### config.mk
export PLATFORM = sky130hd
export DESIGN_NAME = data_group_header_parser_top
export DESIGN_NICKNAME = d
export VERILOG_FILES = /design/src/rtl/dgh_pkg.sv /design/src/rtl/dgh_fifo.sv /design/src/rtl/dgh_parse.sv /design/src/rtl/data_group_header_parser_top.sv
export SDC_FILE = /design/constraint.sdc
export NUM_CORES = 1
export LEC_CHECK = 0
export BUFFER_PORTS_ARGS = -buffer_cell sky130_fd_sc_hd__buf_2
export CAP_MARGIN = 10
export CORE_ASPECT_RATIO = 0.75
export CORE_UTILIZATION = 60
export CTS_CLUSTER_DIAMETER = 50
export DETAILED_ROUTE_END_ITERATION = 10
export PLACE_DENSITY = 0.78
export SYNTH_ARGS = -nofsm -noshare
export SYNTH_HDL_FRONTEND = slang
export SYNTH_SLANG_ARGS = --single-unit
### constraint.sdc
create_clock -name clk -period 9.39 [get_ports clk]
set_input_delay 0 -clock clk [delete_from_list [all_inputs] [get_ports clk]]
set_output_delay 0 -clock clk [all_outputs]
set_load 0.1 [all_outputs]
### src/rtl/dgh_pkg.sv
package dgh_pkg;

	localparam int unsigned DEF_MAX_GROUP_LENGTH = 8192;
	localparam int unsigned MIN_GROUP_LENGTH     = 5;
	localparam int unsigned OUT_FIFO_DEPTH       = 4;

	// Result kinds.
	localparam logic [1:0] KIND_DATA    = 2'd0;
	localparam logic [1:0] KIND_ADDR    = 2'd1;
	localparam logic [1:0] KIND_SUMMARY = 2'd2;

	// Summary status codes.
	localparam logic [1:0] ST_OK       = 2'd0;
	localparam logic [1:0] ST_SHORT    = 2'd1;
	localparam logic [1:0] ST_TRUNC    = 2'd2;
	localparam logic [1:0] ST_ADDR_LEN = 2'd3;

	typedef struct packed {
		logic [1:0]  item_kind;
		logic [7:0]  payload_byte;
		logic [4:0]  header_flags;
		logic [3:0]  group_type;
		logic [3:0]  continuity_index;
		logic [3:0]  repetition_index;
		logic [15:0] extension_word;
		logic        segment_is_last;
		logic [14:0] segment_number;
		logic [15:0] transport_ident;
		logic [15:0] received_crc;
		logic [1:0]  status;
	} out_item_t;

	// Queue write request: first and second result of one parsed word.
	typedef struct packed {
		logic push0;
		logic push1;
	} push_t;

endpackage

### src/rtl/dgh_fifo.sv
module dgh_fifo #(
	parameter int unsigned DEPTH = dgh_pkg::OUT_FIFO_DEPTH
) (
	input  logic              clk,
	input  logic              arst_n,
	input  dgh_pkg::push_t    push,
	input  dgh_pkg::out_item_t item0,
	input  dgh_pkg::out_item_t item1,
	input  logic              pop,
	output dgh_pkg::out_item_t head,
	output logic              not_empty,
	output logic              room2
);
	import dgh_pkg::*;

	localparam int unsigned PTR_W = $clog2(DEPTH);
	localparam int unsigned CNT_W = $clog2(DEPTH + 1);

	out_item_t        mem_q [DEPTH];
	logic [PTR_W-1:0] wr_q;
	logic [PTR_W-1:0] rd_q;
	logic [CNT_W-1:0] count_q;
	logic [PTR_W-1:0] wr_next;

	assign wr_next   = wr_q + PTR_W'(1);
	assign head      = mem_q[rd_q];
	assign not_empty = (count_q != '0);
	assign room2     = (count_q <= CNT_W'(DEPTH - 2));

	always_ff @(posedge clk) begin
		if (push.push0) begin
			mem_q[wr_q] <= item0;
		end
		if (push.push1) begin
			mem_q[wr_next] <= item1;
		end
	end

	always_ff @(posedge clk or negedge arst_n) begin
		if (!arst_n) begin
			wr_q    <= '0;
			rd_q    <= '0;
			count_q <= '0;
		end else begin
			wr_q    <= wr_q + PTR_W'(push.push0) + PTR_W'(push.push1);
			rd_q    <= rd_q + PTR_W'(pop);
			count_q <= count_q + CNT_W'(push.push0) + CNT_W'(push.push1) - CNT_W'(pop);
		end
	end

endmodule

### src/rtl/dgh_parse.sv
module dgh_parse #(
	parameter int unsigned MAX_GROUP_LENGTH = dgh_pkg::DEF_MAX_GROUP_LENGTH
) (
	input  logic               clk,
	input  logic               arst_n,
	input  logic               fire,
	input  logic [7:0]         data_byte,
	input  logic               last_byte,
	output dgh_pkg::push_t     push,
	output dgh_pkg::out_item_t item0,
	output dgh_pkg::out_item_t item1
);
	import dgh_pkg::*;

	localparam int unsigned IDX_W = $clog2(MAX_GROUP_LENGTH + 1);

	typedef enum logic [3:0] {
		PH_H0, PH_H1, PH_EXT0, PH_EXT1, PH_SEG0, PH_SEG1, PH_UA,
		PH_TID0, PH_TID1, PH_ADDR, PH_DATA, PH_SINK
	} phase_t;

	logic [IDX_W-1:0] idx_q, idx_n;
	phase_t           phase_q, nxt;
	logic [4:0]       flags_q, flags_n;
	logic [11:0]      tni_q, tni_n;
	logic [15:0]      ext_q, ext_n;
	logic [15:0]      seg_q, seg_n;
	logic [15:0]      tid_q, tid_n;
	logic [3:0]       abl_q, abl_n;
	logic [7:0]       tail0_q, tail0_n;
	logic [7:0]       tail1_q, tail1_n;
	logic [1:0]       tcnt_q, tcnt_n;
	logic             err_q, err_n;
	logic             crc_on;
	logic             emit;
	logic [1:0]       emit_kind;
	logic [7:0]       emit_byte;
	logic [1:0]       st;
	logic [15:0]      crcv;
	out_item_t        data_item;
	out_item_t        sum_item;

	// First flagged optional header section at or after the given phase, else the data phase.
	function automatic phase_t next_section(input phase_t from, input logic [4:0] fl);
		phase_t r;
		if (from <= PH_EXT0 && fl[4]) begin
			r = PH_EXT0;
		end else if (from <= PH_SEG0 && fl[2]) begin
			r = PH_SEG0;
		end else if (from <= PH_UA && fl[1]) begin
			r = PH_UA;
		end else begin
			r = PH_DATA;
		end
		return r;
	endfunction

	assign crc_on = flags_q[3];

	always_comb begin
		idx_n     = (idx_q < IDX_W'(MAX_GROUP_LENGTH)) ? idx_q + IDX_W'(1) : idx_q;
		nxt       = phase_q;
		flags_n   = flags_q;
		tni_n     = tni_q;
		ext_n     = ext_q;
		seg_n     = seg_q;
		tid_n     = tid_q;
		abl_n     = abl_q;
		tail0_n   = tail0_q;
		tail1_n   = tail1_q;
		tcnt_n    = tcnt_q;
		err_n     = err_q;
		emit      = 1'b0;
		emit_kind = KIND_DATA;
		emit_byte = data_byte;
		st        = ST_OK;
		crcv      = '0;

		case (phase_q)
			PH_H0: begin
				flags_n = {data_byte[7:4], 1'b0};
				tni_n   = {data_byte[3:0], 8'h00};
				nxt     = PH_H1;
			end
			PH_H1: begin
				tni_n = {tni_q[11:8], data_byte};
				nxt   = next_section(PH_EXT0, flags_q);
			end
			PH_EXT0: begin
				ext_n = {data_byte, 8'h00};
				nxt   = PH_EXT1;
			end
			PH_EXT1: begin
				ext_n = {ext_q[15:8], data_byte};
				nxt   = next_section(PH_SEG0, flags_q);
			end
			PH_SEG0: begin
				seg_n = {data_byte, 8'h00};
				nxt   = PH_SEG1;
			end
			PH_SEG1: begin
				seg_n = {seg_q[15:8], data_byte};
				nxt   = next_section(PH_UA, flags_q);
			end
			PH_UA: begin
				flags_n[0] = flags_q[0] | data_byte[4];
				abl_n      = data_byte[3:0];
				if (data_byte[4]) begin
					nxt = PH_TID0;
				end else begin
					nxt = (data_byte[3:0] != '0) ? PH_ADDR : PH_DATA;
				end
			end
			PH_TID0: begin
				tid_n = {data_byte, 8'h00};
				nxt   = PH_TID1;
			end
			PH_TID1: begin
				tid_n = {tid_q[15:8], data_byte};
				if (abl_q < 4'd2) begin
					err_n = 1'b1;
					nxt   = PH_SINK;
				end else begin
					abl_n = abl_q - 4'd2;
					nxt   = (abl_n != '0) ? PH_ADDR : PH_DATA;
				end
			end
			PH_ADDR: begin
				emit      = !last_byte;
				emit_kind = KIND_ADDR;
				if (abl_q != '0) begin
					abl_n = abl_q - 4'd1;
				end
				nxt = (abl_n != '0) ? PH_ADDR : PH_DATA;
			end
			PH_DATA: begin
				if (!last_byte) begin
					if (!crc_on) begin
						emit = 1'b1;
					end else if (tcnt_q < 2'd2) begin
						if (tcnt_q == 2'd0) begin
							tail0_n = data_byte;
						end else begin
							tail1_n = data_byte;
						end
						tcnt_n = tcnt_q + 2'd1;
					end else begin
						emit      = 1'b1;
						emit_byte = tail0_q;
						tail0_n   = tail1_q;
						tail1_n   = data_byte;
					end
				end
			end
			default: begin
				nxt = PH_SINK;
			end
		endcase

		if (last_byte) begin
			if (idx_n < IDX_W'(MIN_GROUP_LENGTH)) begin
				st = ST_SHORT;
			end else if (err_n) begin
				st = ST_ADDR_LEN;
			end else if (phase_q == PH_ADDR) begin
				st = ST_TRUNC;
			end else if (nxt >= PH_EXT0 && nxt <= PH_ADDR) begin
				st = ST_TRUNC;
			end else if (crc_on && (phase_q != PH_DATA || tcnt_q == 2'd0)) begin
				st = ST_TRUNC;
			end
			// A clean data-phase ending releases the final data word, and with
			// CRC present the last two words form the received CRC.
			if (st == ST_OK && phase_q == PH_DATA) begin
				if (!crc_on) begin
					emit = 1'b1;
				end else begin
					crcv = {((tcnt_q == 2'd2) ? tail1_q : tail0_q), data_byte};
					if (tcnt_q == 2'd2) begin
						emit      = 1'b1;
						emit_byte = tail0_q;
					end
				end
			end
		end
	end

	always_comb begin
		data_item              = '0;
		data_item.item_kind    = emit_kind;
		data_item.payload_byte = emit_byte;

		sum_item                  = '0;
		sum_item.item_kind        = KIND_SUMMARY;
		sum_item.header_flags     = flags_n;
		sum_item.group_type       = tni_n[11:8];
		sum_item.continuity_index = tni_n[7:4];
		sum_item.repetition_index = tni_n[3:0];
		sum_item.extension_word   = ext_n;
		sum_item.segment_is_last  = seg_n[15];
		sum_item.segment_number   = seg_n[14:0];
		sum_item.transport_ident  = tid_n;
		sum_item.received_crc     = crcv;
		sum_item.status           = st;
	end

	assign push.push0 = fire && (emit || last_byte);
	assign push.push1 = fire && emit && last_byte;
	assign item0      = emit ? data_item : sum_item;
	assign item1      = sum_item;

	always_ff @(posedge clk or negedge arst_n) begin
		if (!arst_n) begin
			idx_q   <= '0;
			phase_q <= PH_H0;
			flags_q <= '0;
			tni_q   <= '0;
			ext_q   <= '0;
			seg_q   <= '0;
			tid_q   <= '0;
			abl_q   <= '0;
			tail0_q <= '0;
			tail1_q <= '0;
			tcnt_q  <= '0;
			err_q   <= 1'b0;
		end else if (fire) begin
			if (last_byte) begin
				idx_q   <= '0;
				phase_q <= PH_H0;
				flags_q <= '0;
				tni_q   <= '0;
				ext_q   <= '0;
				seg_q   <= '0;
				tid_q   <= '0;
				abl_q   <= '0;
				tail0_q <= '0;
				tail1_q <= '0;
				tcnt_q  <= '0;
				err_q   <= 1'b0;
			end else begin
				idx_q   <= idx_n;
				phase_q <= nxt;
				flags_q <= flags_n;
				tni_q   <= tni_n;
				ext_q   <= ext_n;
				seg_q   <= seg_n;
				tid_q   <= tid_n;
				abl_q   <= abl_n;
				tail0_q <= tail0_n;
				tail1_q <= tail1_n;
				tcnt_q  <= tcnt_n;
				err_q   <= err_n;
			end
		end
	end

endmodule

### src/rtl/data_group_header_parser_top.sv
// Data group header parser.
// The input channel (in_valid/in_ready) carries one word per byte of a data
// group, with last_byte set on the final word. The output channel
// (out_valid/out_ready) carries result words: data-field bytes, end-user
// address bytes, and one group summary with header fields and a status at
// the end of every group.
// An accepted word is held in an input register, then parsed by the header
// state machine, and its results are written into a four-entry result
// queue. The first result of a word reaches the output port once the parser
// has written it from the input register into the queue.
// Throughput is one input word per cycle as long as the receiver drains the
// queue. A final word may produce two results (the released data byte and
// the summary), so the parser only advances while the queue has room for two.
// When the receiver stalls, the queue fills, the input register holds its
// word and in_ready falls; nothing is dropped. When the CRC flag is set, the
// last two data bytes are held back and reported in the summary.
// Reset clears the queue, empties the input register and returns the parser
// to the first header byte of a new group.
module data_group_header_parser_top #(
	parameter int unsigned MAX_GROUP_LENGTH = dgh_pkg::DEF_MAX_GROUP_LENGTH
) (
	input  logic        clk,
	input  logic        arst_n,
	input  logic        in_valid,
	output logic        in_ready,
	input  logic [7:0]  data_byte,
	input  logic        last_byte,
	output logic        out_valid,
	input  logic        out_ready,
	output logic [1:0]  item_kind,
	output logic [7:0]  payload_byte,
	output logic [4:0]  header_flags,
	output logic [3:0]  group_type,
	output logic [3:0]  continuity_index,
	output logic [3:0]  repetition_index,
	output logic [15:0] extension_word,
	output logic        segment_is_last,
	output logic [14:0] segment_number,
	output logic [15:0] transport_ident,
	output logic [15:0] received_crc,
	output logic [1:0]  status
);
	import dgh_pkg::*;

	logic       valid_s1;
	logic [7:0] byte_s1;
	logic       last_s1;
	logic       room2;
	logic       adv;
	logic       in_fire;
	push_t      push;
	out_item_t  item0;
	out_item_t  item1;
	out_item_t  head;

	// The input register moves into the parser only when the queue can take
	// both results that a final word may produce.
	assign adv      = valid_s1 && room2;
	assign in_ready = !valid_s1 || adv;
	assign in_fire  = in_valid && in_ready;

	always_ff @(posedge clk or negedge arst_n) begin
		if (!arst_n) begin
			valid_s1 <= 1'b0;
		end else if (in_fire) begin
			valid_s1 <= 1'b1;
		end else if (adv) begin
			valid_s1 <= 1'b0;
		end
	end

	always_ff @(posedge clk) begin
		if (in_fire) begin
			byte_s1 <= data_byte;
			last_s1 <= last_byte;
		end
	end

	dgh_parse #(
		.MAX_GROUP_LENGTH(MAX_GROUP_LENGTH)
	) u_parse (
		.clk       (clk),
		.arst_n    (arst_n),
		.fire      (adv),
		.data_byte (byte_s1),
		.last_byte (last_s1),
		.push      (push),
		.item0     (item0),
		.item1     (item1)
	);

	dgh_fifo #(
		.DEPTH(OUT_FIFO_DEPTH)
	) u_fifo (
		.clk       (clk),
		.arst_n    (arst_n),
		.push      (push),
		.item0     (item0),
		.item1     (item1),
		.pop       (out_valid && out_ready),
		.head      (head),
		.not_empty (out_valid),
		.room2     (room2)
	);

	assign item_kind        = head.item_kind;
	assign payload_byte     = head.payload_byte;
	assign header_flags     = head.header_flags;
	assign group_type       = head.group_type;
	assign continuity_index = head.continuity_index;
	assign repetition_index = head.repetition_index;
	assign extension_word   = head.extension_word;
	assign segment_is_last  = head.segment_is_last;
	assign segment_number   = head.segment_number;
	assign transport_ident  = head.transport_ident;
	assign received_crc     = head.received_crc;
	assign status           = head.status;

endmodule

[After elaboration in Yosys (flattened, before gate mapping)]
Memories as Yosys holds them, arrays and structs flattened.
Cells that the tools add are included.
Operators by class
  add/subtract/negate cells: 11
  $lt $le $gt $ge: 7
  equal/unequal tests: 15
  mux-type cells: 80
  bitwise gates (word level): 1
  reductions and logical operators: 31
Operators with widths (number)
  2-to-1 mux 8 bit: 19
  2-to-1 mux 16 bit: 6
  case mux 16 bit (2 select lines): 3
  2-to-1 mux 93 bit: 1
  2-to-1 mux 4 bit: 11
  case mux 4 bit (11 select lines): 1
  2-to-1 mux 14 bit: 2
  2-to-1 mux 2 bit: 14
  case mux 12 bit (2 select lines): 1
  nonzero test 4 bit: 5
  2-to-1 mux 1 bit: 17
  == test 4 x 3 -> 1 bit, second input constant: 4
  adder 14 x 1 -> 14 bit, second input constant: 1
  < comparator 14 bit, second input constant: 1
  < comparator 14 x 3 -> 1 bit, second input constant: 1
  == test 4 bit, second input constant: 3
  2-to-1 mux 12 bit: 1
  case mux 4 bit (3 select lines): 1
  AND reduction 4 bit: 3
  logical AND 1 bit: 9
  inequality test 3 bit, second input constant: 3
  == test 4 x 2 -> 1 bit, second input constant: 2
  nonzero test 2 bit: 4
  adder 2 x 1 -> 2 bit: 3
  22 further kinds: 29
Word-level totals
  bits in registers: 123
  RAM bits: 372
  bits of input ports: 13
  output and inout bits: 95
  word-level logic and storage cells: 164
  memories kept: 1
Memory list
  u_fifo.mem_q: words 4, bits a word 93, read ports 1, clocked after Yosys merged registers in 0, wr ports 2, line dgh_fifo.sv:19  | out_item_t mem_q [DEPTH];

[Logic depth before layout (Yosys ltp)]
  depth in word-level cells: 22
  depth in mapped cells: 14
  gate-level depth less buffers: 14

[Hierarchy]
From an unflattened synthesis, not the netlist that was laid out.
Unflattened totals
  cells, all modules: 1925
  area total of the unflattened synthesis: 25906.1 µm²
Modules (own cells, without submodules)
  dgh_fifo: times used 1, cells each 932, area an instance 18167.4 µm², seq. area each 11345.9 µm²
  dgh_parse: times used 1, cells each 978, area an instance 7402.1 µm², seq. area each 2652.5 µm²
  data_group_header_parser_top: times used 1, cells each 15, area an instance 336.6 µm², seq. area each 295.3 µm²

[Worst setup path before layout]
No wires, ideal clock.
  kind: reg2reg
  start: register u_parse.tcnt_q[0]
  end: memory u_fifo.mem_q[1][0] in the netlist's numbering, enable pin
  setup time: 0.437 ns
  data arrival time: 3.759 ns
  required time: 8.953 ns
  slack: 5.194 ns
  stages on the path, launching flop included: 10
  buffers on the path: 1
  period minus slack after synthesis: 4.196 ns
  cell sequence: dfrtp_1 -> inv_1 -> ha_1 -> buf_1 -> nor2b_1 -> nor4b_1 -> o31ai_1 -> nor2_1 -> o21ai_1 -> inv_1
RTL lines
  from (decl): line dgh_parse.sv:32  | logic [1:0] tcnt_q, tcnt_n;
  from (signal assigned): line dgh_parse.sv:251  | tcnt_q <= tcnt_n;
  to (decl): line dgh_fifo.sv:19

==> results by group <==
Worst setup path
  • CP Capture Type: flop
  • CP max stage delay: roughly 760 ps
  • CP cell instances: ha_1 -> and2_1 -> o2111ai_1 -> a21boi_0 -> or3_4 -> o31ai_1 -> nor2_1 -> o21ai_1 -> clkinv_2 -> buf_4
  • Worst-path fanout max: 52
  • CP arrival: slightly above 5000 ps
  • Crit path required time: 9580 ps
  • Max stage delay cell, worst path: clkinv_2
  • Reg2reg start: u_parse.idx_q[0]
  • Startpoint Class: flop
  • R2R cell count: 10
  • Setup CP Type: flop to flop
  • Crit Reg-Reg Endpoint: u_fifo.mem_q[1][82]
  • Crit path buf inv count: 2
  • Crit path max-delay family: compound AO/OA/AOI/OAI gates
  • Reg-to-reg slack, setup: around 4500 ps

Logic synthesis
  • Synth Net Count: about 1800
  • Synth top area share: 0.468
  • Asr flop ratio synth: 0.230
  • Post-synth EDFFs: 341
  • Largest cells by area after synthesis: edfxtp_1 (47%), dfrtp_1 (13%), mux4_2 (9.6%), nor2_1 (6.9%), dfxtp_1 (3.7%)
  • Sequential-to-total area share from yosys stat: 0.635
  • Cell taking the most area after synthesis: edfxtp_1
  • Synthesis-stage register bit count: between 400 and 500
  • Post-Syn Area: 21900 sq um
  • Post-synth top flop: edfxtp_1
  • Mean post-synth cell area: approximately 13 sq um
  • Ys Warns: 0
  • Count of different cell masters after synthesis: 71
  • Cells after Synth: ~1700

Status
  • Failing checks: hold timing
  • Status: complete, but fails checks

Layout
  • ANT cells: 0
  • Commonest non-fill, non-tap cell in the layout: nor2_1
  • Commonest non-fill, non-tap cells in the layout: nor2_1 (403), edfxtp_1 (341), nand2_1 (116)
  • Synth-to-Final Area Change: 11.2%
  • Fraction of layout cells with a size suffix above 1: 0.177
  • Fin nets: 1816

Timing
  • Final hold viol count: 4
  • Worst-margin pin slew: roughly 1200 ps
  • Final setup violation count: 0
  • Peak Freq: approximately 200 MHz
  • Worst Skew: 24.7 ps
  • Unrepaired setup endpoints after global routing: false
  • Tmin final: ~4900 ps
  • Post-Route Setup TNS: 0 ps
  • Hold_ws: -8.91 ps
  • Final slew viol count: 0
  • Slew HR: 0.212
  • Tcrit/Tclk final: 0.522

Clocking
  • Post-CTS sizing: 0
  • Worst skew pair latency: approximately 580 ps
  • Setup repair bufs after CTS: 0
  • Total CTS buffers: 47
  • CTS clk-pin slew, worst paths: about 60 ps
  • H-tree Lvls: 2
  • Max Buffers Root-to-Sink: 3
  • Hold-fix buffers, CTS: 12
  • CTS tree: built
  • CTS sink cnt: a little under 500
  • Root buf cell: clkbuf_16

GRT
  • First-pass GRT wire length: 82400 um
  • Antenna violations before repair: 0
  • Vias in the first global route: about 14000
  • Total track usage: 0.291
  • Largest net degree at the start of global routing: 103
  • Remaining Overflow, GRT: 0

Die
  • Die area: 37200 sq um
  • Die width: about 220 um
  • Die Y: roughly 170 um
  • Core area: roughly 36000 sq um
  • Initial Utilization: 0.609
  • Cell Rows: 60
  • I/O pins: about 110

Drt
  • Post-DR vias/cell: ~6.3
  • Routed wl met2: about 25000 um
  • Metal3 WL: between 4000 and 5000 um
  • Highest Signal Layer: met4
  • Final ANT Viol Nets: 0
  • Routed wire length: about 53000 um
  • Met1 WL: 22200 um
  • Avg WL per Cell: 23.1 um
  • Initial DRC count: about 1400
  • Via count: about 15000
  • Residual DRC: 0
  • Router iterations before antenna repair: 5

Worst hold path
  • Worst Hold Class: input pin to async pin

Placed design
  • Final HPWL DP: between 30000 and 40000 um
  • Final GP Congestion: 0.879
  • Port buffer count: approximately 110

Job
  • Max cap viols: 0
-- worst register-to-register path, delay by kind of cell, from the launching register on --
family,cells,cell delay [ps]
buf+inv,2,1360
compound gates,4,1520
simple gates,3,780
fa+ha+maj,1,280
flops,1,500
-- Yosys cell counts, types with 4 or more instances --
master,number
or3_1,4
o31ai_1,5
buf_4,4
inv_1,37
nand4_1,5
o22ai_1,6
and2_1,8
mux2i_1,48
o41ai_1,9
ha_1,11
nand2_1,118
nand3_1,19
mux4_2,93
nor2b_1,6
and3_1,7
a22o_1,4
buf_1,25
a31oi_1,13
dfxtp_1,40
nand2b_1,10
edfxtp_1,341
nor2_1,403
o21ai_0,98
o2bb2ai_1,35
clkbuf_1,73
nor4_1,5
nor3_1,12
nor2_4,10
a21oi_1,64
nand3b_1,4
mux2_2,9
dfrtp_1,114
a211oi_1,4
buf_2,13
a21o_1,7
-- state kept, by name, summed over array words and instances (netlist names) --
register         cells
u_parse.err_q        1
valid_s1             1
u_fifo.mem_q       372
u_parse.tcnt_q       2
last_s1              1
u_parse.tail1_q      8
u_parse.tail0_q      8
u_parse.flags_q      5
u_parse.seg_q       16
u_fifo.rd_q          2
u_fifo.wr_q          2
u_parse.abl_q        4
u_fifo.count_q       3
byte_s1              8
u_parse.ext_q       16
u_parse.idx_q       14
u_parse.phase_q      4
u_parse.tid_q       16
u_parse.tni_q       12
-- per-layer routing --
metal | GRT usage | vias up
met5 | 0 | -
met4 | 0.0876 | 0
met3 | 0.0644 | 98
met2 | 0.449 | 657
met1 | 0.419 | 7344
li1 | - | 6403
-- cell type report --
class / count / area [sq um]
sequential: 495 / 13900
fill: 2484 / 11600
multi-input combinational: 1071 / 7340
clock inverter: 22 / 233
clock buffer: 66 / 1320
timing repair buffer: 137 / 793
inverter: 37 / 144
tap: 465 / 582
-- worst max-delay path by stage --
stage | cells past startpoint | startpoint | endpoint | slack [ps]
6_report | 10 | u_parse.idx_q[0] | u_fifo.mem_q[1][82] | 4490
4_1_cts | 10 | u_parse.idx_q[0] | u_fifo.mem_q[1][78] | 4480
5_1_grt | 10 | u_parse.idx_q[0] | u_fifo.mem_q[1][77] | 4010
3_5_place_dp | 10 | u_parse.idx_q[0] | u_fifo.mem_q[1][76] | 4600
2_1_floorplan | 9 | u_parse.tcnt_q[0] | u_fifo.mem_q[1][0] | 5190
3_3_place_gp | 10 | u_parse.idx_q[0] | u_fifo.mem_q[1][76] | 4700
-- per-stage QoR --
stage | cell area [sq um] | util | std cells | setup WS [ps]
floorplan | 21900 | - | 1723 | 5190
global placement | 22600 | 0.631 | 2193 | 4700
detailed placement | 22600 | 0.631 | 2193 | 4600
CTS | 24300 | 0.678 | 2293 | 4480
global route | 24300 | 0.678 | 2293 | 4010
finish | 24300 | 0.678 | 2293 | 4490
-- cell families (layout without fill, tap and decap cells) --
group | after synthesis | in the layout | share of synthesized area
buf+inv | 157 | 262 | 0.0297
flops | 495 | 495 | 0.635
compound gates | 270 | 270 | 0.0769
mux | 150 | 150 | 0.122
xor+xnor | 6 | 6 | 0.00240
fa+ha+maj | 14 | 14 | 0.00904
simple gates | 631 | 631 | 0.124
Power is left out: the tool's default activity adds up to more than one toggle a clock period on the data nets, which glitch-free logic cannot reach.
